**config.mk**
```make
export PLATFORM = sky130hd
export DESIGN_NAME = drive_distance_ramp_controller
export DESIGN_NICKNAME = d
export VERILOG_FILES = /design/src/rtl/ddrc_pkg.sv /design/src/rtl/ddrc_div.sv /design/src/rtl/ddrc_dp.sv /design/src/rtl/ddrc_ctrl.sv /design/src/rtl/drive_distance_ramp_controller.sv
export SDC_FILE = /design/constraint.sdc
export NUM_CORES = 2
export LEC_CHECK = 0
export ABC_AREA = 1
export BUFFER_PORTS_ARGS = -buffer_cell sky130_fd_sc_hd__buf_2
export CORE_UTILIZATION = 58
export DETAILED_ROUTE_END_ITERATION = 7
export PLACE_DENSITY = 0.78
export SLEW_MARGIN = 5
export SYNTH_ARGS = -nofsm -noshare
export SYNTH_HDL_FRONTEND = slang
export SYNTH_SLANG_ARGS = --single-unit
```
**constraint.sdc**
```tcl
create_clock -name clk_i -period 7.07 [get_ports clk_i]
set_clock_uncertainty 0.2 [all_clocks]
set_input_delay 1.414 -clock clk_i [delete_from_list [all_inputs] [get_ports clk_i]]
set_output_delay 1.414 -clock clk_i [all_outputs]
set_load 0.005 [all_outputs]
```
**src/rtl/ddrc_pkg.sv**
```systemverilog
package ddrc_pkg;

  // Field widths
  localparam int unsigned PosW   = 32;
  localparam int unsigned HeadW  = 16;
  localparam int unsigned DriveW = 16;
  localparam int unsigned RegW   = 16;
  localparam int unsigned IdxW   = 3;
  localparam int unsigned InDataW  = 88;
  localparam int unsigned OutDataW = 40;

  // Register indexes
  localparam logic [IdxW-1:0] REG_DIST  = 3'd0;
  localparam logic [IdxW-1:0] REG_CPI   = 3'd1;
  localparam logic [IdxW-1:0] REG_MAX   = 3'd2;
  localparam logic [IdxW-1:0] REG_MIN   = 3'd3;
  localparam logic [IdxW-1:0] REG_SS    = 3'd4;
  localparam logic [IdxW-1:0] REG_SE    = 3'd5;
  localparam logic [IdxW-1:0] REG_GAIN  = 3'd6;

  // Register reset values
  localparam logic [15:0] RST_DIST = 16'd0;
  localparam logic [15:0] RST_CPI  = 16'd256;
  localparam logic [14:0] RST_MAX  = 15'd26214;
  localparam logic [14:0] RST_MIN  = 15'd4915;
  localparam logic [15:0] RST_SS   = 16'd1600;
  localparam logic [15:0] RST_SE   = 16'd400;
  localparam logic [15:0] RST_GAIN = 16'd0;

  // Opcodes
  localparam logic OP_START  = 1'b0;
  localparam logic OP_SAMPLE = 1'b1;

  // Datapath steps issued by the controller
  typedef enum logic [3:0] {
    STEP_NONE,
    STEP_SUM,
    STEP_OFF,
    STEP_TGT,
    STEP_ERR,
    STEP_MAG,
    STEP_CMP,
    STEP_MULR,
    STEP_ABS,
    STEP_SPD,
    STEP_SGN,
    STEP_DRV
  } step_e;

  typedef struct packed {
    logic  load;
    step_e step;
    logic  emit;
  } cmd_t;

  typedef struct packed {
    logic ramp;
    logic div_done;
  } stat_t;

  // Clamp a wide signed sum to Q1.15
  function automatic logic [DriveW-1:0] sat16(input logic signed [33:0] x);
    logic [DriveW-1:0] r;
    if (x > 34'sd32767) begin
      r = 16'h7FFF;
    end else if (x < -34'sd32768) begin
      r = 16'h8000;
    end else begin
      r = x[15:0];
    end
    return r;
  endfunction

endpackage

```
**src/rtl/ddrc_div.sv**
```systemverilog
module ddrc_div (
  input  logic        clk_i,
  input  logic        rst_ni,
  input  logic        start_i,
  input  logic [31:0] num_i,
  input  logic [16:0] den_i,
  output logic        done_o,
  output logic [31:0] quo_o
);

  logic        busy_q, busy_d;
  logic        done_q, done_d;
  logic [4:0]  cnt_q, cnt_d;
  logic [31:0] num_q, num_d;
  logic [16:0] rem_q, rem_d;
  logic [17:0] shifted;
  logic [17:0] trial;
  logic        ge;

  // One quotient bit per cycle, restoring
  assign shifted = {rem_q, num_q[31]};
  assign trial   = shifted - {1'b0, den_i};
  assign ge      = (shifted >= {1'b0, den_i});

  always_comb begin
    busy_d = busy_q;
    done_d = 1'b0;
    cnt_d  = cnt_q;
    num_d  = num_q;
    rem_d  = rem_q;
    if (start_i) begin
      busy_d = 1'b1;
      cnt_d  = '0;
      num_d  = num_i;
      rem_d  = '0;
    end else if (busy_q) begin
      num_d = {num_q[30:0], ge};
      rem_d = ge ? trial[16:0] : shifted[16:0];
      cnt_d = cnt_q + 5'd1;
      if (cnt_q == 5'd31) begin
        busy_d = 1'b0;
        done_d = 1'b1;
      end
    end
  end

  always_ff @(posedge clk_i or negedge rst_ni) begin
    if (!rst_ni) begin
      busy_q <= 1'b0;
      done_q <= 1'b0;
      cnt_q  <= '0;
    end else begin
      busy_q <= busy_d;
      done_q <= done_d;
      cnt_q  <= cnt_d;
    end
  end

  always_ff @(posedge clk_i) begin
    num_q <= num_d;
    rem_q <= rem_d;
  end

  assign done_o = done_q;
  assign quo_o  = num_q;

endmodule

```
**src/rtl/ddrc_dp.sv**
```systemverilog
module ddrc_dp (
  input  logic                          clk_i,
  input  logic                          rst_ni,
  input  logic                          cfg_we_i,
  input  logic [ddrc_pkg::IdxW-1:0]     cfg_idx_i,
  input  logic [ddrc_pkg::RegW-1:0]     cfg_data_i,
  input  logic                          op_i,
  input  logic [ddrc_pkg::PosW-1:0]     left_pos_i,
  input  logic [ddrc_pkg::PosW-1:0]     right_pos_i,
  input  logic [ddrc_pkg::HeadW-1:0]    heading_i,
  input  logic                          enc_ok_i,
  input  ddrc_pkg::cmd_t                cmd_i,
  output ddrc_pkg::stat_t               stat_o,
  output logic [ddrc_pkg::DriveW-1:0]   left_drive_o,
  output logic [ddrc_pkg::DriveW-1:0]   right_drive_o,
  output logic                          finished_o
);

  // Configuration registers
  logic signed [15:0] dist_q;
  logic [15:0]        cpi_q;
  logic [14:0]        max_q;
  logic [14:0]        min_q;
  logic [15:0]        ss_q;
  logic [15:0]        se_q;
  logic signed [15:0] gain_q;

  // Controller state kept across items
  logic signed [33:0] tgt_q;
  logic signed [15:0] sh_q;

  // Item registers
  logic               op_q;
  logic signed [31:0] lp_q, rp_q;
  logic signed [15:0] hd_q;
  logic               ok_q;

  // Working registers
  logic signed [32:0] sum_q;
  logic signed [16:0] hdiff_q;
  logic signed [33:0] mul_q;
  logic signed [22:0] off_q;
  logic signed [32:0] corr_q;
  logic signed [34:0] err_q;
  logic [34:0]        mag_q;
  logic               neg_q;
  logic               cruise_q, ramp_q;
  logic [16:0]        diff_q, den_q;
  logic               qneg_q;
  logic signed [16:0] spd_q, sgn_q;
  logic [15:0]        left_q, right_q;
  logic               fin_q;

  // Combinational helpers
  logic signed [17:0] mul_a, mul_b;
  logic signed [35:0] mul_full;
  logic signed [16:0] span;
  logic signed [33:0] rnd_sum;
  logic [16:0]        ss2, se2;
  logic               cruise_d;
  logic signed [33:0] mul_abs;
  logic               div_start;
  logic               div_done;
  logic [31:0]        quo;
  logic signed [16:0] qs;
  logic signed [33:0] lsum, rsum;

  // Write configuration
  always_ff @(posedge clk_i or negedge rst_ni) begin
    if (!rst_ni) begin
      dist_q <= ddrc_pkg::RST_DIST;
      cpi_q  <= ddrc_pkg::RST_CPI;
      max_q  <= ddrc_pkg::RST_MAX;
      min_q  <= ddrc_pkg::RST_MIN;
      ss_q   <= ddrc_pkg::RST_SS;
      se_q   <= ddrc_pkg::RST_SE;
      gain_q <= ddrc_pkg::RST_GAIN;
    end else if (cfg_we_i) begin
      case (cfg_idx_i)
        ddrc_pkg::REG_DIST: dist_q <= cfg_data_i;
        ddrc_pkg::REG_CPI:  cpi_q  <= cfg_data_i;
        ddrc_pkg::REG_MAX:  max_q  <= cfg_data_i[14:0];
        ddrc_pkg::REG_MIN:  min_q  <= cfg_data_i[14:0];
        ddrc_pkg::REG_SS:   ss_q   <= cfg_data_i;
        ddrc_pkg::REG_SE:   se_q   <= cfg_data_i;
        ddrc_pkg::REG_GAIN: gain_q <= cfg_data_i;
        default: ;
      endcase
    end
  end

  // Shared multiplier operands
  assign span = $signed({2'b00, max_q}) - $signed({2'b00, min_q});

  always_comb begin
    mul_a = '0;
    mul_b = '0;
    unique case (cmd_i.step)
      ddrc_pkg::STEP_SUM: begin
        mul_a = {{2{dist_q[15]}}, dist_q};
        mul_b = $signed({2'b00, cpi_q});
      end
      ddrc_pkg::STEP_OFF: begin
        mul_a = {hdiff_q[16], hdiff_q};
        mul_b = {{2{gain_q[15]}}, gain_q};
      end
      ddrc_pkg::STEP_MULR: begin
        mul_a = {span[16], span};
        mul_b = $signed({1'b0, diff_q});
      end
      default: ;
    endcase
  end

  assign mul_full = mul_a * mul_b;

  // Round half counts to nearest, ties away from zero
  assign rnd_sum = mul_q + (mul_q[33] ? 34'sd1023 : 34'sd1024);

  assign ss2      = {ss_q, 1'b0};
  assign se2      = {se_q, 1'b0};
  assign cruise_d = (mag_q > {18'd0, ss2});
  assign mul_abs  = mul_q[33] ? -mul_q : mul_q;
  assign div_start = (cmd_i.step == ddrc_pkg::STEP_ABS);
  assign qs       = qneg_q ? -$signed({1'b0, quo[15:0]}) : $signed({1'b0, quo[15:0]});
  assign lsum     = {{17{sgn_q[16]}}, sgn_q} + {corr_q[32], corr_q};
  assign rsum     = {{17{sgn_q[16]}}, sgn_q} - {corr_q[32], corr_q};

  // Persistent target and start heading
  always_ff @(posedge clk_i or negedge rst_ni) begin
    if (!rst_ni) begin
      tgt_q <= '0;
      sh_q  <= '0;
    end else if (cmd_i.step == ddrc_pkg::STEP_TGT && op_q == ddrc_pkg::OP_START) begin
      tgt_q <= {sum_q[32], sum_q} + {{11{off_q[22]}}, off_q};
      sh_q  <= hd_q;
    end
  end

  // Advance the working registers one step at a time
  always_ff @(posedge clk_i) begin
    if (cmd_i.load) begin
      op_q <= op_i;
      lp_q <= left_pos_i;
      rp_q <= right_pos_i;
      hd_q <= heading_i;
      ok_q <= enc_ok_i;
    end
    unique case (cmd_i.step)
      ddrc_pkg::STEP_SUM: begin
        sum_q   <= {lp_q[31], lp_q} + {rp_q[31], rp_q};
        hdiff_q <= {sh_q[15], sh_q} - {hd_q[15], hd_q};
        mul_q   <= mul_full[33:0];
      end
      ddrc_pkg::STEP_OFF: begin
        off_q <= rnd_sum[33:11];
        mul_q <= mul_full[33:0];
      end
      ddrc_pkg::STEP_TGT: begin
        corr_q <= mul_q[32:0];
      end
      ddrc_pkg::STEP_ERR: begin
        err_q <= {tgt_q[33], tgt_q} - {{2{sum_q[32]}}, sum_q};
      end
      ddrc_pkg::STEP_MAG: begin
        mag_q <= err_q[34] ? 35'(-err_q) : 35'(err_q);
        neg_q <= err_q[34];
      end
      ddrc_pkg::STEP_CMP: begin
        cruise_q <= cruise_d;
        ramp_q   <= !cruise_d && (mag_q > {18'd0, se2});
        diff_q   <= mag_q[16:0] - se2;
        den_q    <= ss2 - se2;
      end
      ddrc_pkg::STEP_MULR: begin
        mul_q <= mul_full[33:0];
      end
      ddrc_pkg::STEP_ABS: begin
        qneg_q <= mul_q[33];
      end
      ddrc_pkg::STEP_SPD: begin
        priority if (cruise_q) begin
          spd_q <= $signed({2'b00, max_q});
        end else if (ramp_q) begin
          spd_q <= $signed({2'b00, min_q}) + qs;
        end else begin
          spd_q <= $signed({2'b00, min_q});
        end
      end
      ddrc_pkg::STEP_SGN: begin
        sgn_q <= neg_q ? -spd_q : spd_q;
      end
      ddrc_pkg::STEP_DRV: begin
        left_q  <= (op_q == ddrc_pkg::OP_START) ? '0 : ddrc_pkg::sat16(lsum);
        right_q <= (op_q == ddrc_pkg::OP_START) ? '0 : ddrc_pkg::sat16(rsum);
        fin_q   <= !ok_q || (mag_q == '0);
      end
      default: ;
    endcase
  end

  ddrc_div u_div (
    .clk_i   (clk_i),
    .rst_ni  (rst_ni),
    .start_i (div_start),
    .num_i   (mul_abs[31:0]),
    .den_i   (den_q),
    .done_o  (div_done),
    .quo_o   (quo)
  );

  assign stat_o.ramp     = ramp_q;
  assign stat_o.div_done = div_done;

  assign left_drive_o  = left_q;
  assign right_drive_o = right_q;
  assign finished_o    = fin_q;

endmodule

```
**src/rtl/ddrc_ctrl.sv**
```systemverilog
module ddrc_ctrl (
  input  logic            clk_i,
  input  logic            rst_ni,
  input  logic            in_valid_i,
  input  logic            out_free_i,
  input  ddrc_pkg::stat_t stat_i,
  output logic            in_ready_o,
  output ddrc_pkg::cmd_t  cmd_o
);

  localparam logic [3:0] ST_IDLE = 4'd0;
  localparam logic [3:0] ST_SUM  = 4'd1;
  localparam logic [3:0] ST_OFF  = 4'd2;
  localparam logic [3:0] ST_TGT  = 4'd3;
  localparam logic [3:0] ST_ERR  = 4'd4;
  localparam logic [3:0] ST_MAG  = 4'd5;
  localparam logic [3:0] ST_CMP  = 4'd6;
  localparam logic [3:0] ST_MULR = 4'd7;
  localparam logic [3:0] ST_ABS  = 4'd8;
  localparam logic [3:0] ST_DIV  = 4'd9;
  localparam logic [3:0] ST_SPD  = 4'd10;
  localparam logic [3:0] ST_SGN  = 4'd11;
  localparam logic [3:0] ST_DRV  = 4'd12;
  localparam logic [3:0] ST_DONE = 4'd13;

  logic [3:0] state_q, state_d;

  // Sequence the datapath
  always_comb begin
    state_d    = state_q;
    cmd_o.load = 1'b0;
    cmd_o.emit = 1'b0;
    cmd_o.step = ddrc_pkg::STEP_NONE;
    unique case (state_q)
      ST_IDLE: begin
        if (in_valid_i) begin
          cmd_o.load = 1'b1;
          state_d    = ST_SUM;
        end
      end
      ST_SUM: begin
        cmd_o.step = ddrc_pkg::STEP_SUM;
        state_d    = ST_OFF;
      end
      ST_OFF: begin
        cmd_o.step = ddrc_pkg::STEP_OFF;
        state_d    = ST_TGT;
      end
      ST_TGT: begin
        cmd_o.step = ddrc_pkg::STEP_TGT;
        state_d    = ST_ERR;
      end
      ST_ERR: begin
        cmd_o.step = ddrc_pkg::STEP_ERR;
        state_d    = ST_MAG;
      end
      ST_MAG: begin
        cmd_o.step = ddrc_pkg::STEP_MAG;
        state_d    = ST_CMP;
      end
      ST_CMP: begin
        cmd_o.step = ddrc_pkg::STEP_CMP;
        state_d    = ST_MULR;
      end
      ST_MULR: begin
        cmd_o.step = ddrc_pkg::STEP_MULR;
        state_d    = stat_i.ramp ? ST_ABS : ST_SPD;
      end
      ST_ABS: begin
        cmd_o.step = ddrc_pkg::STEP_ABS;
        state_d    = ST_DIV;
      end
      ST_DIV: begin
        if (stat_i.div_done) begin
          state_d = ST_SPD;
        end
      end
      ST_SPD: begin
        cmd_o.step = ddrc_pkg::STEP_SPD;
        state_d    = ST_SGN;
      end
      ST_SGN: begin
        cmd_o.step = ddrc_pkg::STEP_SGN;
        state_d    = ST_DRV;
      end
      ST_DRV: begin
        cmd_o.step = ddrc_pkg::STEP_DRV;
        state_d    = ST_DONE;
      end
      ST_DONE: begin
        if (out_free_i) begin
          cmd_o.emit = 1'b1;
          state_d    = ST_IDLE;
        end
      end
      default: begin
        state_d = ST_IDLE;
      end
    endcase
  end

  always_ff @(posedge clk_i or negedge rst_ni) begin
    if (!rst_ni) begin
      state_q <= ST_IDLE;
    end else begin
      state_q <= state_d;
    end
  end

  assign in_ready_o = (state_q == ST_IDLE);

endmodule

```
**src/rtl/drive_distance_ramp_controller.sv**
```systemverilog
// Items are processed one at a time: an input is accepted only in idle, and a
// new item waits until the result is emitted. Items whose error lies inside the
// slowdown ramp also pass through the 32-step serial divider. The output
// register holds one result; emission stalls while it is full and not taken.
// Reset (rst_ni low, asynchronous): configuration registers take their default values,
// target and start heading clear to zero, no result is pending.
module drive_distance_ramp_controller (
  input  logic                            clk_i,
  input  logic                            rst_ni,
  // Input stream
  input  logic                            s_axis_tvalid_i,
  output logic                            s_axis_tready_o,
  // [31:0] left_position, [63:32] right_position, [79:64] heading,
  // [80] encoders_ok, [87:81] zero
  input  logic [ddrc_pkg::InDataW-1:0]    s_axis_tdata_i,
  // [0] opcode
  input  logic                            s_axis_tuser_i,
  // Output stream
  output logic                            m_axis_tvalid_o,
  input  logic                            m_axis_tready_i,
  // [15:0] left_drive, [31:16] right_drive, [32] finished, [39:33] zero
  output logic [ddrc_pkg::OutDataW-1:0]   m_axis_tdata_o,
  // Configuration writes
  input  logic                            cfg_we_i,
  input  logic [ddrc_pkg::IdxW-1:0]       cfg_idx_i,
  input  logic [ddrc_pkg::RegW-1:0]       cfg_data_i
);

  ddrc_pkg::cmd_t  cmd;
  ddrc_pkg::stat_t stat;
  logic            out_free;
  logic [15:0]     left_drive, right_drive;
  logic            finished;
  logic            out_valid_q;
  logic [ddrc_pkg::OutDataW-1:0] out_data_q;

  assign out_free = !out_valid_q || m_axis_tready_i;

  ddrc_ctrl u_ctrl (
    .clk_i      (clk_i),
    .rst_ni     (rst_ni),
    .in_valid_i (s_axis_tvalid_i),
    .out_free_i (out_free),
    .stat_i     (stat),
    .in_ready_o (s_axis_tready_o),
    .cmd_o      (cmd)
  );

  ddrc_dp u_dp (
    .clk_i         (clk_i),
    .rst_ni        (rst_ni),
    .cfg_we_i      (cfg_we_i),
    .cfg_idx_i     (cfg_idx_i),
    .cfg_data_i    (cfg_data_i),
    .op_i          (s_axis_tuser_i),
    .left_pos_i    (s_axis_tdata_i[31:0]),
    .right_pos_i   (s_axis_tdata_i[63:32]),
    .heading_i     (s_axis_tdata_i[79:64]),
    .enc_ok_i      (s_axis_tdata_i[80]),
    .cmd_i         (cmd),
    .stat_o        (stat),
    .left_drive_o  (left_drive),
    .right_drive_o (right_drive),
    .finished_o    (finished)
  );

  // Hold the result until the sink takes it
  always_ff @(posedge clk_i or negedge rst_ni) begin
    if (!rst_ni) begin
      out_valid_q <= 1'b0;
    end else if (cmd.emit) begin
      out_valid_q <= 1'b1;
    end else if (m_axis_tready_i) begin
      out_valid_q <= 1'b0;
    end
  end

  always_ff @(posedge clk_i) begin
    if (cmd.emit) begin
      out_data_q <= {7'd0, finished, right_drive, left_drive};
    end
  end

  assign m_axis_tvalid_o = out_valid_q;
  assign m_axis_tdata_o  = out_data_q;

endmodule
```
==> impl_metrics.csv <==
group,metric,value,unit
status,outcome,"complete, but fails checks",
status,violations,"design-rule violations, negative setup slack",
clocking,cts_tree,"built",
worst_setup_path,r2r_slack,-460,ps
yosys,synth_area_leaders,"edfxtp_1 (26%), fa_1 (12%), nand2_1 (9.0%)",
floorplanning,boundaryPins,155,
yosys,synth-seq-area-share,35.0,%
cells_and_area,area_growth,15.9,%
worst_setup_path,crit_path_max_incr_delay,530,ps
yosys,yosysWarnings,0,
hold_path,whs_path_depth,0,
cells_and_area,fill_cells,7195,
sta,fmax,133,MHz
grt,overflow,0,
routing,vias,44300,
yosys,synth_compound_area_share,10.5,%
clocking,cts-buffers-inserted,72,
cells_and_area,nets,7532,
yosys,avgSynthCellArea,8.47,um2
routing,dr.pass1.iters,8,
power_and_ir_drop,p_leak,29.0,nW
placed_design,io_buffers,140,
clocking,htreeDepth,3,
yosys,muxShareOfSynthArea,0,%
yosys,netlist_area,52900,um2
cells_and_area,multi_input_area,30500,um2
floorplanning,core_area,90100,um2
worst_setup_path,r2r_cells,35,
yosys,yosysTopAreaCellShare,26.2,%
yosys,synthDistinctLibCells,69,
yosys,synth_adder_area_share,21.0,%
cells_and_area,drive_above_1_share,16.2,%
worst_setup_path,cp_max_fo,5,
routing,detail_route.wl_per_cell,19.0,um
sta,relSlewSlack,27.3,%
cells_and_area,seq_area,18500,um2
grt,grt_use_total,32.8,%
flow_run,drv_cap,0,
clocking,clock_sinks,650,
floorplanning,initial_core_util,58.7,%
yosys,yosysMostFrequentCell,"nand2_1",
sta,fin_ws,-456,ps
clocking,cts_buffer_depth,3,
sta,setup_violations,17,
sta,rsz0062_at_grt,"yes",
placed_design,hpwl,121000,um
placed_design,dp_slack,-927,ps
yosys,synth_edf_count,461,
floorplanning,rows,110,
worst_setup_path,cp_slowest_cell,"dfstp_2",
grt,grt_pass1_vias,43900,
hold_path,hold_path.class,"flop to flop",
clocking,path_clk_slew,70,ps
routing,avgViaCountPerCell,5.57,
worst_setup_path,critPathKind,"flop to flop",
sta,hold_viol,0,
yosys,synth_seq_cells,650,
yosys,synth_common_cells,"nand2_1 (1,273), inv_1 (1,118), nor2_1 (491), edfxtp_1 (461), o21ai_0 (381)",
routing,drt_iter0_drc,3772,
yosys,synth_area_leader_cell,"edfxtp_1",
floorplanning,die-area,92400,um2
yosys,synth_xor_xnor_area_share,5.31,%
worst_setup_path,endpoint_kind,"flop",
sta,worst_slew_pin_slew,1090,ps
routing,drc_errors,7,
power_and_ir_drop,p_total,24.7,mW
clocking,holdBufCountCts,0,
worst_setup_path,r2r_start,"u_dp.min_q[5]$_DFFE_PN1P_",
sta,post-route-period-util,106,%
cells_and_area,final_util,68.0,%
sta,maxSlewViolCount,0,
worst_setup_path,cp.depth,35,
yosys,ys_async_sr_fraction,26.5,%
floorplanning,die_x,304,um
grt,grt_pass1_wl,236000,um
floorplanning,die_h,304,um
yosys,synthSimpleGateAreaFrac,18.5,%
grt,antenna_found_initial,6,
worst_setup_path,crit_buf_inv,8,
clocking,clockRootBuffer,"clkbuf_16",
grt,grt_max_degree,87,
worst_setup_path,crit-reg2reg-capture,"u_dp.mul_q[29]$_DFFE_PP_",
hold_path,worstHoldEndpoint,"m_axis_tdata_o[4]$_DFFE_PP_",
yosys,synth_top_family_by_area,"adder cells",
routing,postRouteAntennaNets,0,
routing,finalWirelength,151000,um
worst_setup_path,crit_required,7280,ps
hold_path,hp-start,"u_dp.left_drive_o[4]$_SDFFCE_PN0N_",
power_and_ir_drop,vdd_drop_max,289,uV
power_and_ir_drop,power_density,402,nW/um2
worst_setup_path,start_kind,"flop",
sta,period_needed,7530,ps
worst_setup_path,cp_top_family,"adder cells",
clocking,worstSkewPairLatency,660,ps
placed_design,place.gp.congestion,0.973,
yosys,netlist_instances,6246,
yosys,synthFlopType,"edfxtp_1",
worst_setup_path,crit_arrival,7730,ps
==> where the power goes <==
group / total, mW / internal [mW] / switching [mW]
logic: 14.1 / 5.56 / 8.52
clock network: 3.80 / 2.21 / 1.59
registers: 6.77 / 5.72 / 1.05
==> cells in the final DEF, fill, tap and decap left out, types with 150 or more instances in the layout <==
master / count
xor2_1: 222
buf_4: 354
edfxtp_1: 461
inv_1: 1073
a21oi_1: 325
nand3_1: 204
ha_1: 347
nor2_1: 460
nand2_1: 1238
fa_1: 305
dfrtp_1: 150
o21ai_0: 365
==> stage by stage <==
stage               hold WS, ps  area, um2  cells  setup TNS, ps
floorplan                   200      53100   6252              0
global placement            201      57500   7781          -8880
detailed placement          205      57500   7781         -10390
CTS                         193      60700   7939          -4120
global route                207      61300   7955          -9850
finish                      202      61300   7956          -5580
==> flip-flops by register name, indices dropped and copies added, names as in the netlist, 17 cells and up <==
name and count:
u_dp.u_div.rem_q 17, u_dp.off_q 23, u_dp.rp_q 32, u_dp.corr_q 33, u_dp.u_div.quo_o 32, u_dp.err_q 35, u_dp.diff_q 17, m_axis_tdata_o 33
u_dp.lp_q 32, u_dp.mag_q 35, u_dp.sum_q 33, u_dp.spd_q 17, u_dp.sgn_q 17, u_dp.mul_q 34, u_dp.tgt_q 34, u_dp.hdiff_q 17
==> worst reg2reg max path, delay by kind of cell (launching register included) <==
| family | cells | cell delay [ps] |
|---|---|---|
| xor+xnor | 1 | 140 |
| fa+ha+maj | 8 | 3510 |
| buf+inv | 8 | 580 |
| simple gates | 9 | 850 |
| compound gates | 9 | 1520 |
| flops | 1 | 530 |
==> cells by family (layout without fill, tap and decap cells) <==
logic type	after synthesis	in the layout
AO/OA/AOI/OAI	983	983
flip-flops	650	650
other	1	8
buffers and inverters	1300	1827
AND/OR/NAND/NOR	2297	2297
XOR/XNOR	318	318
adder cells (fa/ha/maj)	697	697
==> routing by layer <==
layer / track usage, % / wire [um] / part of all wire (%)
met1: 43.3 / 62600 / 41
met2: 53.2 / 69500 / 46
met3: 5.27 / 11200 / 7.4
met4: 14.8 / 7690 / 5.1
met5: 0 / 21 / 0.014
==> final cells by class <==
type | instances | area share, %
repair buffers | 545 | 6.71
well taps | 1176 | 2.40
diodes | 1 | 0.00408
inverters | 1151 | 7.10
multi-input cells | 4302 | 49.7
clock buffers | 87 | 3.13
flip-flops and latches | 650 | 30.2
clock inverters | 44 | 0.755
==> worst max path at each step <==
stage | from | to
after floorplan | u_dp.min_q[8]$_DFFE_PN1P_ | u_dp.mul_q[28]$_DFFE_PP_
after global placement | u_dp.max_q[2]$_DFFE_PN1P_ | u_dp.mul_q[28]$_DFFE_PP_
after detailed placement | u_dp.max_q[2]$_DFFE_PN1P_ | u_dp.mul_q[28]$_DFFE_PP_
after CTS | u_dp.min_q[5]$_DFFE_PN1P_ | u_dp.mul_q[26]$_DFFE_PP_
after global routing | u_dp.min_q[5]$_DFFE_PN1P_ | u_dp.mul_q[32]$_DFFE_PP_
final | u_dp.min_q[5]$_DFFE_PN1P_ | u_dp.mul_q[29]$_DFFE_PP_
==> repair_timing <==
item                                    in CTS  in global routing
pin swaps                                   84                101
setup buffers                               27                 19
resized for setup                          159                134
cloned                                       0                  1
endpoints found under the setup margin      19                 22
No activity file was read; power rests on OpenSTA's default activity.
